**src/sv/baro_temp_pressure_compensation_assert.svh**
```systemverilog
// assertion macros for the barometric compensation block
// no dependencies; included by modules that carry assertions
`ifndef BARO_TEMP_PRESSURE_COMPENSATION_ASSERT_SVH
`define BARO_TEMP_PRESSURE_COMPENSATION_ASSERT_SVH

`ifndef SYNTHESIS
`define BTPC_ASSERT_IMP(lbl, clk, rstn, ante, cons) \
  lbl: assert property (@(posedge clk) disable iff (!rstn) (ante) |-> (cons)) \
    else $error("btpc assertion failed");
`define BTPC_ASSERT_NXT(lbl, clk, rstn, ante, cons) \
  lbl: assert property (@(posedge clk) disable iff (!rstn) (ante) |=> (cons)) \
    else $error("btpc assertion failed");
`else
`define BTPC_ASSERT_IMP(lbl, clk, rstn, ante, cons)
`define BTPC_ASSERT_NXT(lbl, clk, rstn, ante, cons)
`endif

`endif

```
**src/sv/btpc_pkg.sv**
```systemverilog
// shared types and constants for the barometric compensation pipeline
// no dependencies
`default_nettype none
package btpc_pkg;

  localparam int DIV_STEPS = 64;

  typedef enum logic [1:0] {
    CFG_TEMP,
    CFG_PRESS_A,
    CFG_PRESS_B,
    CFG_PRESS_C
  } cfg_idx_t;

  typedef struct packed {
    logic [19:0] raw_temperature;
    logic [19:0] raw_pressure;
  } in_t;

  typedef struct packed {
    logic signed [31:0] temperature_centi;
    logic signed [31:0] fine_temperature;
    logic [31:0]        pressure_q24_8;
    logic               pressure_valid;
  } out_t;

  typedef struct packed {
    logic [15:0]        t1;
    logic signed [15:0] t2;
    logic signed [15:0] t3;
    logic [15:0]        p1;
    logic signed [15:0] p2;
    logic signed [15:0] p3;
    logic signed [15:0] p4;
    logic signed [15:0] p5;
    logic signed [15:0] p6;
    logic signed [15:0] p7;
    logic signed [15:0] p8;
    logic signed [15:0] p9;
  } coef_t;

  typedef struct packed {
    logic signed [31:0] temperature_centi;
    logic signed [31:0] fine_temperature;
  } tinfo_t;

  // one step of the restoring divider: numq holds numerator bits on top,
  // quotient bits shift in at the bottom
  typedef struct packed {
    logic [30:0] rem;
    logic [63:0] numq;
    logic [30:0] md;
    logic        neg;
    logic        zero;
    tinfo_t      tinfo;
  } div_stage_t;

endpackage
`default_nettype wire

```
**src/sv/btpc_temp.sv**
```systemverilog
// temperature compensation stages: fine temperature, centi-degrees, offset for pressure
// depends on btpc_pkg
`default_nettype none
module btpc_temp (
  input  wire logic               clk,
  input  wire logic               rst_n,
  input  wire logic               adv,
  input  wire logic               in_valid,
  input  wire btpc_pkg::in_t      in_data,
  input  wire btpc_pkg::coef_t    coef,
  output logic                    out_valid,
  output btpc_pkg::tinfo_t        out_tinfo,
  output logic signed [25:0]      out_v1,
  output logic [19:0]             out_adc_p
);

  logic [4:0]          vld_r;
  logic [19:0]         adcp_r [5];
  logic signed [18:0]  a_nxt, a_r;
  logic signed [17:0]  b_nxt, b_r;
  logic signed [34:0]  m1_nxt, m1_r;
  logic signed [35:0]  bb_nxt, bb_r;
  logic signed [23:0]  tv1_nxt, tv1_r;
  logic signed [37:0]  m2_nxt, m2_r;
  logic signed [24:0]  tf_nxt, tf_r, tf5_r;
  logic signed [27:0]  t5;
  logic signed [19:0]  temp_nxt, temp_r;
  logic signed [25:0]  v1_nxt, v1_r;

  always_comb begin
    a_nxt    = $signed({2'b00, in_data.raw_temperature[19:3]}) - $signed({2'b00, coef.t1, 1'b0});
    b_nxt    = $signed({2'b00, in_data.raw_temperature[19:4]}) - $signed({2'b00, coef.t1});
    m1_nxt   = a_r * coef.t2;
    bb_nxt   = b_r * b_r;
    tv1_nxt  = m1_r[34:11];
    // square is never negative, below 2^32
    m2_nxt   = $signed({1'b0, bb_r[32:12]}) * coef.t3;
    tf_nxt   = tv1_r + $signed(m2_r[37:14]);
    t5       = (tf_r <<< 2) + tf_r + 28'sd128;
    temp_nxt = t5[27:8];
    v1_nxt   = tf_r - 26'sd128000;
  end

  always_ff @(posedge clk) begin
    if (!rst_n) begin
      vld_r <= '0;
    end else if (adv) begin
      vld_r <= {vld_r[3:0], in_valid};
    end
  end

  always_ff @(posedge clk) begin
    if (adv) begin
      a_r    <= a_nxt;
      b_r    <= b_nxt;
      m1_r   <= m1_nxt;
      bb_r   <= bb_nxt;
      tv1_r  <= tv1_nxt;
      m2_r   <= m2_nxt;
      tf_r   <= tf_nxt;
      temp_r <= temp_nxt;
      tf5_r  <= tf_r;
      v1_r   <= v1_nxt;
      adcp_r[0] <= in_data.raw_pressure;
      for (int i = 1; i < 5; i++) begin
        adcp_r[i] <= adcp_r[i-1];
      end
    end
  end

  assign out_valid                   = vld_r[4];
  assign out_tinfo.temperature_centi = {{12{temp_r[19]}}, temp_r};
  assign out_tinfo.fine_temperature  = {{7{tf5_r[24]}}, tf5_r};
  assign out_v1                      = v1_r;
  assign out_adc_p                   = adcp_r[4];

endmodule
`default_nettype wire

```
**config.mk**
```make
export PLATFORM = sky130hd
export DESIGN_NAME = btpc_temp
export DESIGN_NICKNAME = d
export VERILOG_FILES = /design/src/sv/baro_temp_pressure_compensation_assert.svh /design/src/sv/btpc_pkg.sv /design/src/sv/btpc_temp.sv
export SDC_FILE = /design/constraint.sdc
export NUM_CORES = 2
export LEC_CHECK = 0
export BUFFER_PORTS_ARGS = -buffer_cell sky130_fd_sc_hd__buf_2
export CORE_UTILIZATION = 68
export CTS_CLUSTER_SIZE = 28
export DETAILED_ROUTE_END_ITERATION = 8
export PLACE_DENSITY = 0.92
export SLEW_MARGIN = 20
export SYNTH_ARGS = -nofsm -noshare
export SYNTH_HDL_FRONTEND = slang
export SYNTH_SLANG_ARGS = --single-unit
export TNS_END_PERCENT = 30
```
**constraint.sdc**
```tcl
create_clock -name clk -period 18.1 [get_ports clk]
set_clock_uncertainty 0.05 [all_clocks]
set_input_delay 3.62 -clock clk [delete_from_list [all_inputs] [get_ports clk]]
set_output_delay 3.62 -clock clk [all_outputs]
set_load 0.01 [all_outputs]
```
[Word level (Yosys, flattened, before mapping)]
Memories as Yosys holds them, arrays and structs flattened.
Cells that the tools add are included.
Word-level totals
  flip-flop bits (word level): 266
  latch bits: 0
  RAM bits: 100
  ROM bits: 0
  output and inout bits: 111
  memories: 1
Memory list
  adcp_r: depth 5, bits a word 20, rd ports 5, clocked after memory_dff 0, wr ports 5, line btpc_temp.sv:18  | logic [19:0] adcp_r [5];
Cells by class
  $add $sub $neg: 6
  $mul: 3
  divide/modulo/power cells: 0
  magnitude comparators: 0
  equality and inequality tests: 0
  shift-type cells: 0
  muxes and demuxes: 2
  bitwise operators: 0
  reductions and logical operators: 0
Operators by type and width (number)
  multiplier 22 x 16 -> 38 bit: 1
  multiplier 18 x 16 -> 34 bit: 1
  multiplier 17 x 17 -> 33 bit: 1
  adder 27 x 25 -> 28 bit: 1
  adder 28 x 9 -> 28 bit, second input constant: 1
  subtractor 25 x 18 -> 26 bit, second input constant: 1
  adder 24 x 24 -> 25 bit: 1
  subtractor 17 x 17 -> 18 bit: 1
  subtractor 16 x 16 -> 17 bit: 1
  two-way mux 1 bit: 2

[Longest topological paths before layout]
  word-level depth: 2
  gate-level depth with buffers: 26

[Worst setup path before layout]
No wires, ideal clock.
  path kind: in2reg
  start point: input port coef[164] (netlist bit)
  end point: register m1_r[29], data pin
  setup time: 0.260 ns
  arrival time: 9.648 ns
  required time: 17.790 ns
  path slack: 8.142 ns
  stages on the path: 25
  path buffers: 2
  cell sequence: clkbuf_1 > clkbuf_1 > nand2_1 > fa_1 > inv_1 > fa_1 > inv_1 > fa_1 > inv_1 > fa_1 > fa_1 > inv_1 > fa_1 > inv_1 > ha_1 > a211oi_2 > nand2_1 > a21oi_1 > nor2b_1 > o31a_4 > o41ai_4 > nor3_2 > or3_4 > a311oi_2 > xnor2_1
Between the ends
  cells in the longest elaborated chain, start to end: 1
RTL lines
  from (decl): line btpc_temp.sv:10  | input wire btpc_pkg::coef_t coef,
  multiplier 18 x 16 -> 34 bit: line btpc_temp.sv:33  | m1_nxt = a_r * coef.t2;
  net m1_nxt[29]: line btpc_temp.sv:21  | logic signed [34:0] m1_nxt, m1_r;
  to (signal assigned): line btpc_temp.sv:56  | m1_r <= m1_nxt;
  to (decl): line btpc_temp.sv:21
The timed path passes the listed nets, and every way through them passes these cells.
A chain may end at the register's enable or synchronous reset.

[Worst setup path after layout]
  start point: input port coef[161] (netlist bit)
  end point: register m1_r[29], data pin
Same word-level chain as after synthesis.

==> impl_metrics.yaml <==
final_layout:
  design.final.nets: 5641
  multi_input_comb_area_mm2: 0.0291
  share_of_cells_above_drive_strength_1_pct: 6.79
  fillCellCount: 3875
  area_overhead_vs_synth_pct: 5.75
  antenna_cells: 0
  register_area_mm2: 0.00896
clock_tree:
  post_cts_resized: 0
  holdBufCountCts: 0
  clock_tree.root_cell: "sky130_fd_sc_hd__clkbuf_16"
  cts.htree.levels: 1
  clk_transition_reported_paths_ps: 70
  cts_buffers: 30
  cts_post_setup_buffers_inserted: 0
  numClockSinks: 300
  clockBufferDepth: 3
  tritoncts: "built"
  worst_skew_pair.late_latency_ps: 620
timing:
  finalWorstPathRequiredPeriod_ps: 9820
  finalWorstSetupSlack_ps: 8280
  timing_worst_slew_pin_value_ps: 1050
  setup_total_negative_slack_ps: 0
  max_freq_ghz: 0.102
  period_share_pct: 54.3
  final-max-slew-violation-count: 0
  slew_headroom_pct: 30.3
  setup-violations-final: 0
  hold_viol: 0
  rsz0062_at_grt: "false"
synth:
  netlist_instances: 4135
  synth-warning-count: 0
  synth-seq-cells: 300
  netlist-cell-type-count: 69
  syn-num-nets: 5571
  synth-main-ff-cell: "sky130_fd_sc_hd__edfxtp_1"
  seq_area_frac_synth_pct: 20.9
  synth_edf_count: 295
  netlist_area_mm2: 0.0428
  synth_area_per_cell_um2: 10.4
  synth_async_sr_flop_share_pct: 0
placement:
  gp_congestion: 0.914
  dp.final_hpwl_um: 72600
  post-place-ws_ps: 7760
  place.port_buffers: 199
critical_path:
  timing.critical_path.fanout_max: 18
  cp_top_family: "adder cells"
  worst_path_largest_cell_delay_ps: 550
  timing.setup.critical_path_class: "in -> reg"
  critPathLaunchType: "primary input"
  crit_chain: "buf_2 > nand2_1 > fa_1 > inv_1 > fa_1 > inv_1 > fa_1 > inv_1 > fa_1 > fa_1 > inv_1 > fa_1 > inv_1 > ha_1 > a211oi_2 > nand2_1 > a21oi_1 > nor2b_1 > o31a_4 > o41ai_4 > nor3_2 > or3_4 > a311oi_2 > xnor2_1"
  critical_path_cell_with_the_highest_stage_delay: "sky130_fd_sc_hd__fa_1"
  setup.worst_path.end_class: "flop"
  cp.arrival_ps: 10140
  required_ps: 18420
  critical_path.n_buffers_inverters: 6
  crit_path_frequent_cell: "sky130_fd_sc_hd__fa_1"
status:
  run_status: "complete, no violations"
global_routing:
  grt_overflow: 0
  grtUsageTotal_pct: 31.2
  grt_start_max_net_pins: 176
  vias_in_the_first_global_route: 32100
  number_of_antenna_violations_at_the_first_check_in_global_routing: 3
  wire_length_of_the_first_global_routing_pass_um: 156000
floorplan:
  fp.dieH_um: 253
  io_pins: 347
  core_region_area_mm2: 0.0619
  die_footprint_mm2: 0.0640
  num_rows: 91
  die_width_um: 253
  initial_core_util_pct: 69.2
routing:
  routedWlPerCell_um: 18.6
  via_per_inst: 5.65
  via_total_after_detailed_routing: 28600
  detail_route.first_pass.iterations: 6
  ant_nets: 0
  detail_route.wirelength_um: 94000
  drc_errors: 0
  first_iter_violations: 2077
worst_hold_path:
  hold_class: "reg -> reg"
flow_run:
  cap_violations: 0
-- through the flow --
stage	instances	hold slack, ps	utilization, %	cell area, um^2
finish	5066	345	73.1	45300
global route	5066	362	73.1	45300
CTS	5066	350	73.1	45300
detailed placement	5010	355	71.3	44200
global placement	5010	350	71.3	44200
floorplan	4135	350	-	42800
-- per-layer routing --
layer | global-route usage, % | vias up | wire length [um]
met1 | 37.5 | 14200 | 33000
met5 | 0 | - | 29
met4 | 15.8 | 4 | 5230
met2 | 53.7 | 1493 | 46800
li1 | - | 12500 | -
met3 | 5.99 | 425 | 8940
-- placed cells by master, fill, tap and decap left out, types with 7 or more instances in the layout --
master,Yosys,layout
sky130_fd_sc_hd__inv_1,1038,1038
sky130_fd_sc_hd__fa_1,819,819
sky130_fd_sc_hd__nand2_1,450,450
sky130_fd_sc_hd__ha_1,381,381
sky130_fd_sc_hd__and2_1,305,305
sky130_fd_sc_hd__edfxtp_1,295,295
sky130_fd_sc_hd__buf_2,0,198
sky130_fd_sc_hd__nor2_1,114,114
sky130_fd_sc_hd__xnor2_1,111,111
sky130_fd_sc_hd__a21oi_1,72,72
sky130_fd_sc_hd__a21o_1,41,41
sky130_fd_sc_hd__o21ai_0,40,40
sky130_fd_sc_hd__nand2b_1,38,38
sky130_fd_sc_hd__xor2_1,35,35
sky130_fd_sc_hd__clkbuf_16,0,30
sky130_fd_sc_hd__nor2b_1,25,25
sky130_fd_sc_hd__nor3_1,19,19
sky130_fd_sc_hd__o21a_1,18,18
sky130_fd_sc_hd__buf_4,49,17
sky130_fd_sc_hd__and3_1,16,16
sky130_fd_sc_hd__nand3_1,15,15
sky130_fd_sc_hd__a211oi_1,11,11
sky130_fd_sc_hd__a31oi_1,8,8
sky130_fd_sc_hd__o21bai_1,8,8
sky130_fd_sc_hd__bufinv_16,0,8
sky130_fd_sc_hd__nand4_1,7,7
-- kinds of logic after synthesis --
family / Yosys count / share of synthesized area, %
buffers and inverters: 1217 / 11.1
adder cells (fa/ha/maj): 1200 / 49.4
AND/OR/NAND/NOR: 1014 / 11.5
flip-flops: 300 / 20.9
AO/OA/AOI/OAI: 253 / 3.98
XOR/XNOR: 146 / 2.99
multiplexers: 5 / 0.117
-- final cells by class --
class                   instances  area share, %
clock buffers                  32           1.67
clock inverters                24          0.798
inverters                    1038           8.60
multi-input cells            2618           64.3
flip-flops and latches        300           19.8
well taps                     837           2.31
repair buffers                217           2.55
-- path summary, 6_finish.rpt --
path	start	end	slack (ps)	cells past startpoint
setup / recovery	coef[161]	m1_r[29]	8280	24
setup reg to reg	a_r[10]	m1_r[29]	10700	24
hold / removal	m1_r[20]	tv1_r[9]	350	0
hold reg to reg	m1_r[20]	tv1_r[9]	350	0
-- flip-flops by register name, summed over array words and instances, names as in the netlist, 16 cells and up --
signal and count:
adcp_r 100, tf5_r 25, tf_r 25, m2_r 24, m1_r 23, tv1_r 23
bb_r 21, temp_r 20, a_r 18, out_v1 16
-- Yosys cell counts, types with 11 or more instances --
library cell / instances / area (um^2)
sky130_fd_sc_hd__and3_1: 16 / 100
sky130_fd_sc_hd__fa_1: 819 / 16400
sky130_fd_sc_hd__o21ai_0: 40 / 200
sky130_fd_sc_hd__clkbuf_1: 129 / 484
sky130_fd_sc_hd__inv_1: 1038 / 3900
sky130_fd_sc_hd__nor2_1: 114 / 428
sky130_fd_sc_hd__ha_1: 381 / 4770
sky130_fd_sc_hd__nand2b_1: 38 / 238
sky130_fd_sc_hd__and2_1: 305 / 1910
sky130_fd_sc_hd__xor2_1: 35 / 307
sky130_fd_sc_hd__buf_4: 49 / 368
sky130_fd_sc_hd__a21o_1: 41 / 308
sky130_fd_sc_hd__nor2b_1: 25 / 156
sky130_fd_sc_hd__edfxtp_1: 295 / 8860
sky130_fd_sc_hd__nand3_1: 15 / 75.1
sky130_fd_sc_hd__xnor2_1: 111 / 972
sky130_fd_sc_hd__a21oi_1: 72 / 360
sky130_fd_sc_hd__a211oi_1: 11 / 82.6
sky130_fd_sc_hd__o21a_1: 18 / 135
sky130_fd_sc_hd__nor3_1: 19 / 95.1
sky130_fd_sc_hd__nand2_1: 450 / 1690
Power is not shown: default switching activity piles up to over one toggle a cycle in this logic, so the estimate is an artifact.
